===== config.mk =====
export PLATFORM = sky130hd
export DESIGN_NAME = gaussian_heatmap_generator_top
export DESIGN_NICKNAME = d
export VERILOG_FILES = /design/src/rtl/core/ghg_pkg.sv /design/src/rtl/core/ghg_cfg_regs.sv /design/src/rtl/core/ghg_ctrl.sv /design/src/rtl/core/ghg_datapath.sv /design/src/rtl/core/gaussian_heatmap_generator_top.sv
export SDC_FILE = /design/constraint.sdc
export NUM_CORES = 2
export LEC_CHECK = 0
export BUFFER_PORTS_ARGS = -buffer_cell sky130_fd_sc_hd__buf_2
export CAP_MARGIN = 25
export CORE_MARGIN = 1
export CORE_UTILIZATION = 55
export CTS_BUF_LIST = sky130_fd_sc_hd__clkbuf_2
export DETAILED_ROUTE_END_ITERATION = 10
export GPL_TIMING_DRIVEN = 0
export HOLD_SLACK_MARGIN = 0.03
export PLACE_DENSITY = 0.73
export SLEW_MARGIN = 20
export SYNTH_ARGS = -nofsm -noshare
export SYNTH_HDL_FRONTEND = slang
export SYNTH_SLANG_ARGS = --single-unit

===== constraint.sdc =====
create_clock -name clk -period 21.6 [get_ports clk]
set_clock_uncertainty 0.1 [all_clocks]
set_input_delay 3.24 -clock clk [delete_from_list [all_inputs] [get_ports clk]]
set_output_delay 3.24 -clock clk [all_outputs]
set_load 0.1 [all_outputs]

===== src/rtl/core/ghg_pkg.sv =====
package ghg_pkg;

    // Field and register widths
    localparam int unsigned ADDR_W   = 5;
    localparam int unsigned DATA_W   = 32;
    localparam int unsigned MEAN_W   = 16;
    localparam int unsigned RECIP_W  = 32;
    localparam int unsigned GAIN_W   = 32;
    localparam int unsigned SIZE_W   = 13;
    localparam int unsigned VALUE_W  = 32;
    localparam int unsigned POS_W    = 12;

    // Exponent datapath widths
    localparam int unsigned EXP_W     = 41;
    localparam int unsigned EXP_LOG_W = 21;
    localparam int unsigned SHIFT_W   = 6;

    // Exponent cutoff: 24.0 in Q16.16
    localparam logic [EXP_W-1:0] EXP_LIMIT = EXP_W'(24 << 16);

    // Integer part of the base-2 exponent at which the result shifts out
    localparam logic [SHIFT_W-1:0] SHIFT_LIMIT = SHIFT_W'(32);

    // log2(e) in Q2.30 and ln(2) in Q0.32
    localparam logic [31:0] LOG2E_Q30 = 32'd1549082005;
    localparam logic [31:0] LN2_Q32   = 32'hB17217F8;

    // Unity in Q.32
    localparam logic [32:0] ONE_Q32 = 33'h1_0000_0000;

    // Taylor series divisor range
    localparam logic [3:0] SERIES_FIRST = 4'd2;
    localparam logic [3:0] SERIES_LAST  = 4'd11;

    // Register map
    typedef enum logic [2:0] {
        REG_MEAN_X       = 3'd0,
        REG_MEAN_Y       = 3'd1,
        REG_RECIP_X      = 3'd2,
        REG_RECIP_Y      = 3'd3,
        REG_GAIN         = 3'd4,
        REG_FRAME_WIDTH  = 3'd5,
        REG_FRAME_HEIGHT = 3'd6
    } reg_idx_t;

    localparam logic [GAIN_W-1:0] GAIN_RESET = GAIN_W'(65536);
    localparam logic [SIZE_W-1:0] SIZE_RESET = SIZE_W'(4096);

    typedef struct packed {
        logic [MEAN_W-1:0]  mean_x;
        logic [MEAN_W-1:0]  mean_y;
        logic [RECIP_W-1:0] recip_x;
        logic [RECIP_W-1:0] recip_y;
        logic [GAIN_W-1:0]  gain;
        logic [SIZE_W-1:0]  frame_width;
        logic [SIZE_W-1:0]  frame_height;
    } cfg_t;

    // Controller states
    typedef enum logic [4:0] {
        S_IDLE,
        S_DIST,
        S_SQX,
        S_SQY,
        S_TX,
        S_TY,
        S_SUM,
        S_LOG,
        S_LN2,
        S_Y,
        S_TM,
        S_RC,
        S_QK,
        S_FIX,
        S_ACC,
        S_GAIN,
        S_SHIFT,
        S_ROUND,
        S_OUT
    } state_t;

    // Operand selection for the shared multiplier
    typedef enum logic [3:0] {
        MUL_NONE,
        MUL_SQX,
        MUL_SQY,
        MUL_TX,
        MUL_TY,
        MUL_LOG,
        MUL_LN2,
        MUL_SER,
        MUL_RCP,
        MUL_GAIN
    } mul_sel_t;

    // Datapath register updates
    typedef enum logic [3:0] {
        OP_NONE,
        OP_LATCH,
        OP_DIST,
        OP_SQX,
        OP_SQY,
        OP_TX,
        OP_TY,
        OP_LOG,
        OP_Y,
        OP_RC,
        OP_QK,
        OP_FIX,
        OP_ACC,
        OP_SHIFT,
        OP_ROUND,
        OP_ZERO
    } dp_op_t;

    typedef struct packed {
        dp_op_t   op;
        mul_sel_t mul;
        logic     load_out;
    } cmd_t;

    typedef struct packed {
        logic e_big;
        logic n_big;
        logic k_last;
    } sts_t;

    // floor(2^32 / k) for the series divisors
    function automatic logic [31:0] rcp_const(input logic [3:0] k);
        logic [31:0] r;
        case (k)
            4'd2:    r = 32'h80000000;
            4'd3:    r = 32'h55555555;
            4'd4:    r = 32'h40000000;
            4'd5:    r = 32'h33333333;
            4'd6:    r = 32'h2AAAAAAA;
            4'd7:    r = 32'h24924924;
            4'd8:    r = 32'h20000000;
            4'd9:    r = 32'h1C71C71C;
            4'd10:   r = 32'h19999999;
            4'd11:   r = 32'h1745D174;
            default: r = 32'h00000000;
        endcase
        return r;
    endfunction

endpackage


===== src/rtl/core/ghg_cfg_regs.sv =====
module ghg_cfg_regs
    import ghg_pkg::*;
(
    input  logic              clk,
    input  logic              rst_n,
    input  logic              psel,
    input  logic              penable,
    input  logic              pwrite,
    input  logic [ADDR_W-1:0] paddr,
    input  logic [DATA_W-1:0] pwdata,
    output logic [DATA_W-1:0] prdata,
    output logic              pready,
    output cfg_t              cfg
);

    cfg_t     cfg_reg;
    cfg_t     cfg_next;
    logic     wr_en;
    reg_idx_t idx;

    assign pready = 1'b1;
    assign wr_en  = psel && penable && pwrite;
    assign idx    = reg_idx_t'(paddr[ADDR_W-1:2]);
    assign cfg    = cfg_reg;

    // Decode the write transaction
    always_comb
    begin
        cfg_next = cfg_reg;
        if (wr_en)
        begin
            case (idx)
                REG_MEAN_X:       cfg_next.mean_x       = pwdata[MEAN_W-1:0];
                REG_MEAN_Y:       cfg_next.mean_y       = pwdata[MEAN_W-1:0];
                REG_RECIP_X:      cfg_next.recip_x      = pwdata[RECIP_W-1:0];
                REG_RECIP_Y:      cfg_next.recip_y      = pwdata[RECIP_W-1:0];
                REG_GAIN:         cfg_next.gain         = pwdata[GAIN_W-1:0];
                REG_FRAME_WIDTH:  cfg_next.frame_width  = pwdata[SIZE_W-1:0];
                REG_FRAME_HEIGHT: cfg_next.frame_height = pwdata[SIZE_W-1:0];
                default:          cfg_next = cfg_reg;
            endcase
        end
    end

    always_ff @(posedge clk or negedge rst_n)
    begin
        if (!rst_n)
        begin
            cfg_reg.mean_x       <= '0;
            cfg_reg.mean_y       <= '0;
            cfg_reg.recip_x      <= '0;
            cfg_reg.recip_y      <= '0;
            cfg_reg.gain         <= GAIN_RESET;
            cfg_reg.frame_width  <= SIZE_RESET;
            cfg_reg.frame_height <= SIZE_RESET;
        end
        else
        begin
            cfg_reg <= cfg_next;
        end
    end

    // Read back the addressed register
    always_comb
    begin
        case (idx)
            REG_MEAN_X:       prdata = DATA_W'(cfg_reg.mean_x);
            REG_MEAN_Y:       prdata = DATA_W'(cfg_reg.mean_y);
            REG_RECIP_X:      prdata = DATA_W'(cfg_reg.recip_x);
            REG_RECIP_Y:      prdata = DATA_W'(cfg_reg.recip_y);
            REG_GAIN:         prdata = DATA_W'(cfg_reg.gain);
            REG_FRAME_WIDTH:  prdata = DATA_W'(cfg_reg.frame_width);
            REG_FRAME_HEIGHT: prdata = DATA_W'(cfg_reg.frame_height);
            default:          prdata = '0;
        endcase
    end

endmodule


===== src/rtl/core/ghg_ctrl.sv =====
module ghg_ctrl
    import ghg_pkg::*;
(
    input  logic clk,
    input  logic rst_n,
    input  logic in_valid,
    output logic in_ready,
    output logic out_valid,
    input  logic out_ready,
    input  sts_t sts,
    output cmd_t cmd
);

    state_t state_reg;
    state_t state_next;
    logic   out_valid_reg;
    logic   out_valid_next;
    logic   out_free;

    assign out_free  = !out_valid_reg || out_ready;
    assign out_valid = out_valid_reg;
    assign in_ready  = (state_reg == S_IDLE);

    // Next state
    always_comb
    begin
        state_next = state_reg;
        case (state_reg)
            S_IDLE:  if (in_valid) state_next = S_DIST;
            S_DIST:  state_next = S_SQX;
            S_SQX:   state_next = S_SQY;
            S_SQY:   state_next = S_TX;
            S_TX:    state_next = S_TY;
            S_TY:    state_next = S_SUM;
            S_SUM:   state_next = S_LOG;
            S_LOG:   state_next = sts.e_big ? S_OUT : S_LN2;
            S_LN2:   state_next = S_Y;
            S_Y:     state_next = S_TM;
            S_TM:    state_next = S_RC;
            S_RC:    state_next = S_QK;
            S_QK:    state_next = S_FIX;
            S_FIX:   state_next = S_ACC;
            S_ACC:   state_next = sts.k_last ? S_GAIN : S_TM;
            S_GAIN:  state_next = S_SHIFT;
            S_SHIFT: state_next = sts.n_big ? S_OUT : S_ROUND;
            S_ROUND: state_next = S_OUT;
            S_OUT:   if (out_free) state_next = S_IDLE;
            default: state_next = S_IDLE;
        endcase
    end

    // Commands to the datapath
    always_comb
    begin
        cmd.op       = OP_NONE;
        cmd.mul      = MUL_NONE;
        cmd.load_out = 1'b0;
        case (state_reg)
            S_IDLE:  if (in_valid) cmd.op = OP_LATCH;
            S_DIST:  cmd.op = OP_DIST;
            S_SQX:   cmd.mul = MUL_SQX;
            S_SQY:
            begin
                cmd.mul = MUL_SQY;
                cmd.op  = OP_SQX;
            end
            S_TX:
            begin
                cmd.mul = MUL_TX;
                cmd.op  = OP_SQY;
            end
            S_TY:
            begin
                cmd.mul = MUL_TY;
                cmd.op  = OP_TX;
            end
            S_SUM:   cmd.op = OP_TY;
            S_LOG:
            begin
                if (sts.e_big) cmd.op = OP_ZERO;
                else           cmd.mul = MUL_LOG;
            end
            S_LN2:
            begin
                cmd.mul = MUL_LN2;
                cmd.op  = OP_LOG;
            end
            S_Y:     cmd.op = OP_Y;
            S_TM:    cmd.mul = MUL_SER;
            S_RC:
            begin
                cmd.mul = MUL_RCP;
                cmd.op  = OP_RC;
            end
            S_QK:    cmd.op = OP_QK;
            S_FIX:   cmd.op = OP_FIX;
            S_ACC:   cmd.op = OP_ACC;
            S_GAIN:  cmd.mul = MUL_GAIN;
            S_SHIFT: cmd.op = sts.n_big ? OP_ZERO : OP_SHIFT;
            S_ROUND: cmd.op = OP_ROUND;
            S_OUT:   cmd.load_out = out_free;
            default: cmd.op = OP_NONE;
        endcase
    end

    // Output valid: set on load, drop when the transaction completes
    always_comb
    begin
        out_valid_next = out_valid_reg;
        if (out_valid_reg && out_ready)
        begin
            out_valid_next = 1'b0;
        end
        if (cmd.load_out)
        begin
            out_valid_next = 1'b1;
        end
    end

    always_ff @(posedge clk or negedge rst_n)
    begin
        if (!rst_n)
        begin
            state_reg     <= S_IDLE;
            out_valid_reg <= 1'b0;
        end
        else
        begin
            state_reg     <= state_next;
            out_valid_reg <= out_valid_next;
        end
    end

`ifndef SYNTHESIS
    a_one_item: assert property (@(posedge clk) disable iff (!rst_n)
        (in_valid && in_ready) |=> !in_ready)
        else $error("second item accepted while one is in flight");

    a_load_free: assert property (@(posedge clk) disable iff (!rst_n)
        cmd.load_out |-> (!out_valid_reg || out_ready))
        else $error("output register overwritten before its transaction");

    a_valid_src: assert property (@(posedge clk) disable iff (!rst_n)
        $rose(out_valid) |-> $past(cmd.load_out))
        else $error("output valid raised without a load");
`endif

endmodule


===== src/rtl/core/ghg_datapath.sv =====
module ghg_datapath
    import ghg_pkg::*;
#(
    parameter int unsigned MAX_DIM = 4096
)
(
    input  logic               clk,
    input  logic               rst_n,
    input  cfg_t               cfg,
    input  cmd_t               cmd,
    input  logic               restart,
    output sts_t               sts,
    output logic [VALUE_W-1:0] pixel_value,
    output logic [POS_W-1:0]   pixel_col,
    output logic [POS_W-1:0]   pixel_row,
    output logic               frame_end
);

    localparam int unsigned CW = $clog2(MAX_DIM);
    localparam int unsigned EW = (CW + 1 > SIZE_W) ? CW + 1 : SIZE_W;
    localparam int unsigned DW = (CW + 4 > MEAN_W) ? CW + 4 : MEAN_W;

    // Raster counters
    logic [CW-1:0] col_count_reg;
    logic [CW-1:0] col_count_next;
    logic [CW-1:0] row_count_reg;
    logic [CW-1:0] row_count_next;

    logic [EW-1:0] width_ext;
    logic [EW-1:0] height_ext;
    logic [EW-1:0] w_eff;
    logic [EW-1:0] h_eff;
    logic [CW-1:0] cur_col;
    logic [CW-1:0] cur_row;
    logic [EW-1:0] col_inc;
    logic [EW-1:0] row_inc;
    logic          row_end;
    logic          row_wrap;

    // Pixel under computation
    logic [CW-1:0] pos_col_reg;
    logic [CW-1:0] pos_row_reg;
    logic          fend_reg;

    // Arithmetic registers
    logic [DW-1:0]      ax_reg;
    logic [DW-1:0]      ay_reg;
    logic [DW-1:0]      px16;
    logic [DW-1:0]      py16;
    logic [DW-1:0]      mx_ext;
    logic [DW-1:0]      my_ext;
    logic [31:0]        sx_reg;
    logic [31:0]        sy_reg;
    logic [EXP_W-1:0]   e_reg;
    logic [SHIFT_W-1:0] n_reg;
    logic [31:0]        y_reg;
    logic [31:0]        term_reg;
    logic [32:0]        m_reg;
    logic [31:0]        x_reg;
    logic [31:0]        q_reg;
    logic [31:0]        qk_reg;
    logic [35:0]        qk_full;
    logic [31:0]        rem;
    logic [3:0]         k_reg;
    logic [3:0]         k_next;
    logic [32:0]        v_reg;
    logic [33:0]        rnd;
    logic [VALUE_W-1:0] res_reg;
    logic [31:0]        sat_sq;

    // Shared multiplier
    logic [31:0] mul_a;
    logic [31:0] mul_b;
    logic [63:0] prod_full;
    logic [63:0] prod_next;
    logic [63:0] prod_reg;

    // Output payload
    logic [VALUE_W-1:0] out_value_reg;
    logic [CW-1:0]      out_col_reg;
    logic [CW-1:0]      out_row_reg;
    logic               out_fend_reg;

    // Effective frame size: zero acts as one, oversize clamps
    always_comb
    begin
        width_ext  = EW'(cfg.frame_width);
        height_ext = EW'(cfg.frame_height);
        if (width_ext == '0)
            w_eff = EW'(1);
        else if (width_ext > EW'(MAX_DIM))
            w_eff = EW'(MAX_DIM);
        else
            w_eff = width_ext;
        if (height_ext == '0)
            h_eff = EW'(1);
        else if (height_ext > EW'(MAX_DIM))
            h_eff = EW'(MAX_DIM);
        else
            h_eff = height_ext;
    end

    // Position of the accepted pixel and the raster advance
    assign cur_col  = restart ? '0 : col_count_reg;
    assign cur_row  = restart ? '0 : row_count_reg;
    assign col_inc  = EW'(cur_col) + EW'(1);
    assign row_inc  = EW'(cur_row) + EW'(1);
    assign row_end  = (col_inc >= w_eff);
    assign row_wrap = (row_inc >= h_eff);

    always_comb
    begin
        col_count_next = col_count_reg;
        row_count_next = row_count_reg;
        if (cmd.op == OP_LATCH)
        begin
            if (row_end)
            begin
                col_count_next = '0;
                row_count_next = row_wrap ? '0 : CW'(row_inc);
            end
            else
            begin
                col_count_next = CW'(col_inc);
                row_count_next = cur_row;
            end
        end
    end

    // Series index
    always_comb
    begin
        k_next = k_reg;
        case (cmd.op)
            OP_Y:    k_next = SERIES_FIRST;
            OP_ACC:  k_next = k_reg + 4'd1;
            default: k_next = k_reg;
        endcase
    end

    always_ff @(posedge clk or negedge rst_n)
    begin
        if (!rst_n)
        begin
            col_count_reg <= '0;
            row_count_reg <= '0;
            k_reg         <= SERIES_FIRST;
        end
        else
        begin
            col_count_reg <= col_count_next;
            row_count_reg <= row_count_next;
            k_reg         <= k_next;
        end
    end

    // Distance of the pixel from the center, Q.4
    assign px16   = DW'({pos_col_reg, 4'b0000});
    assign py16   = DW'({pos_row_reg, 4'b0000});
    assign mx_ext = DW'(cfg.mean_x);
    assign my_ext = DW'(cfg.mean_y);

    // Multiplier operand selection
    always_comb
    begin
        case (cmd.mul)
            MUL_SQX:
            begin
                mul_a = 32'(ax_reg);
                mul_b = 32'(ax_reg);
            end
            MUL_SQY:
            begin
                mul_a = 32'(ay_reg);
                mul_b = 32'(ay_reg);
            end
            MUL_TX:
            begin
                mul_a = sx_reg;
                mul_b = cfg.recip_x;
            end
            MUL_TY:
            begin
                mul_a = sy_reg;
                mul_b = cfg.recip_y;
            end
            MUL_LOG:
            begin
                mul_a = 32'(e_reg[EXP_LOG_W-1:0]);
                mul_b = LOG2E_Q30;
            end
            MUL_LN2:
            begin
                mul_a = prod_reg[45:14];
                mul_b = LN2_Q32;
            end
            MUL_SER:
            begin
                mul_a = term_reg;
                mul_b = y_reg;
            end
            MUL_RCP:
            begin
                mul_a = prod_reg[63:32];
                mul_b = rcp_const(k_reg);
            end
            MUL_GAIN:
            begin
                mul_a = cfg.gain;
                mul_b = m_reg[31:0];
            end
            default:
            begin
                mul_a = '0;
                mul_b = '0;
            end
        endcase
    end

    assign prod_full = 64'(mul_a) * 64'(mul_b);

    // A mantissa of exactly one shifts the gain up a word
    assign prod_next = ((cmd.mul == MUL_GAIN) && m_reg[32]) ? {cfg.gain, 32'h0} : prod_full;

    // Helpers for the capture steps
    assign sat_sq  = (prod_reg[63:32] != 32'h0) ? 32'hFFFFFFFF : prod_reg[31:0];
    assign qk_full = 36'(prod_reg[63:32]) * 36'(k_reg);
    assign rem     = x_reg - qk_reg;
    assign rnd     = 34'(v_reg) + 34'd1;

    // Datapath registers, advanced by the controller
    always_ff @(posedge clk)
    begin
        if (cmd.mul != MUL_NONE)
        begin
            prod_reg <= prod_next;
        end
        case (cmd.op)
            OP_LATCH:
            begin
                pos_col_reg <= cur_col;
                pos_row_reg <= cur_row;
                fend_reg    <= row_end && row_wrap;
            end
            OP_DIST:
            begin
                ax_reg <= (px16 >= mx_ext) ? px16 - mx_ext : mx_ext - px16;
                ay_reg <= (py16 >= my_ext) ? py16 - my_ext : my_ext - py16;
            end
            OP_SQX:  sx_reg <= sat_sq;
            OP_SQY:  sy_reg <= sat_sq;
            OP_TX:   e_reg <= EXP_W'(prod_reg[63:24]);
            OP_TY:   e_reg <= e_reg + EXP_W'(prod_reg[63:24]);
            OP_LOG:  n_reg <= prod_reg[51:46];
            OP_Y:
            begin
                y_reg    <= prod_reg[63:32];
                term_reg <= prod_reg[63:32];
                m_reg    <= ONE_Q32 - 33'(prod_reg[63:32]);
            end
            OP_RC:   x_reg <= prod_reg[63:32];
            OP_QK:
            begin
                q_reg  <= prod_reg[63:32];
                qk_reg <= qk_full[31:0];
            end
            // One correction step brings the quotient estimate to the floor
            OP_FIX:  term_reg <= q_reg + 32'(rem >= 32'(k_reg));
            OP_ACC:  m_reg <= k_reg[0] ? m_reg - 33'(term_reg) : m_reg + 33'(term_reg);
            OP_SHIFT: v_reg <= 33'((prod_reg >> 31) >> n_reg[4:0]);
            OP_ROUND: res_reg <= rnd[32:1];
            OP_ZERO:  res_reg <= '0;
            default:  res_reg <= res_reg;
        endcase
        if (cmd.load_out)
        begin
            out_value_reg <= res_reg;
            out_col_reg   <= pos_col_reg;
            out_row_reg   <= pos_row_reg;
            out_fend_reg  <= fend_reg;
        end
    end

    // Status to the controller
    assign sts.e_big  = (e_reg >= EXP_LIMIT);
    assign sts.n_big  = (n_reg >= SHIFT_LIMIT);
    assign sts.k_last = (k_reg == SERIES_LAST);

    assign pixel_value = out_value_reg;
    assign pixel_col   = POS_W'(out_col_reg);
    assign pixel_row   = POS_W'(out_row_reg);
    assign frame_end   = out_fend_reg;

`ifndef SYNTHESIS
    a_rcp_fix: assert property (@(posedge clk) disable iff (!rst_n)
        (cmd.op == OP_FIX) |-> (rem < (32'(k_reg) << 1)))
        else $error("reciprocal quotient estimate off by more than one");

    a_m_bound: assert property (@(posedge clk) disable iff (!rst_n)
        (cmd.op == OP_ACC) |=> (m_reg <= ONE_Q32))
        else $error("series mantissa above one");
`endif

endmodule


===== src/rtl/core/gaussian_heatmap_generator_top.sv =====
// Channel   Handshake            Payload
// config    psel/penable/pready  paddr, pwdata, pwrite, prdata
// input     in_valid/in_ready    restart
// output    out_valid/out_ready  pixel_value, pixel_col, pixel_row, frame_end
//
// One pixel is computed at a time; an exponent of 24 or more skips to the
// output, and a result that shifts out entirely skips the rounding.
// The pace is set by the single shared 32x32 multiplier and the ten-step
// exp series, each step a product, a reciprocal product and a correction.
// The output register holds a finished pixel while the next one is accepted.
// rst_n clears the raster counters, the state machine and the config registers
// to their reset values; a stalled output holds the datapath in its last state.
module gaussian_heatmap_generator_top
    import ghg_pkg::*;
#(
    parameter int unsigned MAX_DIM = 4096
)
(
    input  logic               clk,
    input  logic               rst_n,
    input  logic               psel,
    input  logic               penable,
    input  logic               pwrite,
    input  logic [ADDR_W-1:0]  paddr,
    input  logic [DATA_W-1:0]  pwdata,
    output logic [DATA_W-1:0]  prdata,
    output logic               pready,
    input  logic               in_valid,
    output logic               in_ready,
    input  logic               restart,
    output logic               out_valid,
    input  logic               out_ready,
    output logic [VALUE_W-1:0] pixel_value,
    output logic [POS_W-1:0]   pixel_col,
    output logic [POS_W-1:0]   pixel_row,
    output logic               frame_end
);

    cfg_t cfg;
    cmd_t cmd;
    sts_t sts;

    // Register file
    ghg_cfg_regs u_cfg_regs (
        .clk     (clk),
        .rst_n   (rst_n),
        .psel    (psel),
        .penable (penable),
        .pwrite  (pwrite),
        .paddr   (paddr),
        .pwdata  (pwdata),
        .prdata  (prdata),
        .pready  (pready),
        .cfg     (cfg)
    );

    // Sequencer
    ghg_ctrl u_ctrl (
        .clk       (clk),
        .rst_n     (rst_n),
        .in_valid  (in_valid),
        .in_ready  (in_ready),
        .out_valid (out_valid),
        .out_ready (out_ready),
        .sts       (sts),
        .cmd       (cmd)
    );

    // Raster counters and arithmetic
    ghg_datapath #(
        .MAX_DIM (MAX_DIM)
    ) u_datapath (
        .clk         (clk),
        .rst_n       (rst_n),
        .cfg         (cfg),
        .cmd         (cmd),
        .restart     (restart),
        .sts         (sts),
        .pixel_value (pixel_value),
        .pixel_col   (pixel_col),
        .pixel_row   (pixel_row),
        .frame_end   (frame_end)
    );

endmodule


==> impl_metrics.ini <==
[synthesis]
yosys.cell_count.top_type = inv_1
synth_cells = 8185
async_flop_share_pct = 25.6
synth_edf_count = 547
avgSynthCellArea_um2 = 9.57
synth_top_area_share_pct = 24.5
synth_warnings = 0
synthTopCellsByArea = fa_1 (24%), edfxtp_1 (21%), ha_1 (7.8%), dfrtp_1 (5.9%), inv_1 (5.7%)
ys_seq_area_share_pct = 27.0
synth_top_area_cell = fa_1
synthDistinctLibCells = 95
syn_area_mm2 = 0.0783
synth_flop_cell = edfxtp_1
synth_common_cells = inv_1 (1,189), nand2_1 (987), fa_1 (958)
synth_seq_cells = 735
syn-num-nets = 9675

[final_layout]
nNetsFinal = 10100
fin_util_pct = 59.9
area_growth_pct = 8.20
fillers = 12300
seq_area_mm2 = 0.0211
layout-drive-gt1-share_pct = 10.6
multi_input_area_mm2 = 0.0512
largest_reg_flops = 154
finalNonFillerCells = 10700

[route]
vias = 67500
drc = 0
drtPass1Iterations = 8
wl_per_cell_um = 30.1
drt_iter0_markers = 9090
wl_um = 321000
viasPerCell = 6.33
drtAntennaViolNets = 0

[timing]
hold_violations = 0
worst_pin_slew_ns = 1.35
period_share_pct = 61.2
fin_crit_ns = 13.21
fmax_mhz = 75.7
slew_viol_final = 0
finalSetupViolations = 0
rsz0062_at_grt = false
relSlewSlack_pct = 10.2
worst_slack_ns = 8.39
fin_tns_setup_ns = 0

[cts]
ctsRootBufferMaster = clkbuf_2
clk_pin_slew_worst_paths_ns = 0.12
clock_latency_ns = 1.64
htreeDepth = 4
cts_hold_buf = 0
clock-sinks = 735
cts_buffers = 182
cts_buffer_depth = 3
cts_setup_buffers = 0
ctsResizeCount = 0
cts_tree = done

[setup_path]
cp_top_family = adder cells
critical_path_arrival_ns = 14.45
cp.required_ns = 22.83
crit_path_top_delay_cell = o41ai_1
r2r_slack_ns = 8.39
max_stage_delay_ns = 0.91
cp_common_cell = fa_1
crit_buf_inv = 11
cp_max_fo = 10
startpoint_type = register
cp-end-kind = register
crit_type = reg -> reg

[global_routing]
use_met2_pct = 63.8
grt_overflow = 0
grt_pass1_wl_um = 454000
grt_max_degree = 83
track_usage_pct = 44.8
use_met1_pct = 57.8
busiest_layer = met2
use_met3_pct = 14.9
grt_pass1_vias = 65600
antenna_found_initial = 34

[floorplan]
dieArea_mm2 = 0.144
start_util_pct = 55.4
io-pin-count = 137
core_area_mm2 = 0.141
num_rows = 138
die_height_um = 379
die_x_um = 379

[placement]
portBuffers = 132
dp_hpwl_um = 257000
post-place-ws_ns = 8.75
place.gp.congestion = 1.08
dpl.cell_count = 10300

[min_path]
hold_class = reg -> reg

[status]
status = finished clean

[run]
cap_violations = 0
-- cell type report --
cell class | instances | area share, %
timing repair buffer | 225 | 2.19
clock buffer | 273 | 1.61
buffer | 441 | 2.16
sequential | 735 | 24.9
inverter | 1192 | 5.28
antenna | 29 | 0.0856
tap | 1890 | 2.79
clock inverter | 61 | 0.502
multi-input combinational | 5817 | 60.4
-- logic make-up (layout without fill, tap and decap cells) --
family,count (synthesis),in the layout,synth area share [%]
xor gates and xnor gates,327,327,3.66
buffers and inverters,1633,2192,8.03
adders and majority gates,1445,1445,32.3
muxes,269,269,4.08
other,1,30,0.00479
AOI/OAI and AO/OA,1280,1280,11.1
DFF,735,735,27.0
and+or+nand+nor,2495,2495,13.9
-- metal layers --
metal / vias up / wire, µm
met5: - / 79
met4: 12 / 25100
met3: 1154 / 44400
met2: 5009 / 133000
met1: 33400 / 118000
li1: 27900 / -
-- worst reg2reg max path, delay by kind of cell (launching register included) --
kind / cells / cell delay (ns)
flip-flops: 1 / 0.34
AND/OR/NAND/NOR: 7 / 2.50
buffers and inverters: 11 / 3.45
adder cells (fa/ha/maj): 9 / 4.20
AO/OA/AOI/OAI: 6 / 2.08
XOR/XNOR: 1 / 0.31
-- worst paths after layout --
kind	end	startpoint	cells past startpoint
setup / recovery	u_datapath.prod_reg[62]	u_datapath.k_reg[3]	34
hold / removal	u_datapath.pixel_value[25]	u_datapath.res_reg[25]	0
setup reg to reg	u_datapath.prod_reg[62]	u_datapath.k_reg[3]	34
hold reg to reg	u_datapath.pixel_value[25]	u_datapath.res_reg[25]	0
max in group asynchronous	u_datapath.col_count_reg[5]	rst_n	3
min in group asynchronous	u_cfg_regs.cfg[50]	rst_n	1
-- cells in the final DEF, fill, tap and decap left out, drive strengths merged, types with 293 or more instances in the layout --
master  instances
fa            958
inv          1198
o21ai         293
ha            487
clkbuf        584
nor2          841
nand2         987
buf           354
edfxtp        547
a21oi         360
-- metrics by stage --
step	area (µm²)	hold slack, ns
2_1_floorplan	78300	0.300
3_3_place_gp	81300	0.302
3_5_place_dp	82700	0.305
4_1_cts	84500	0.328
5_1_grt	84700	0.334
6_report	84700	0.326
Power is left out: the tool's default activity adds up to more than one toggle a clock period on the data nets, which glitch-free logic cannot reach.
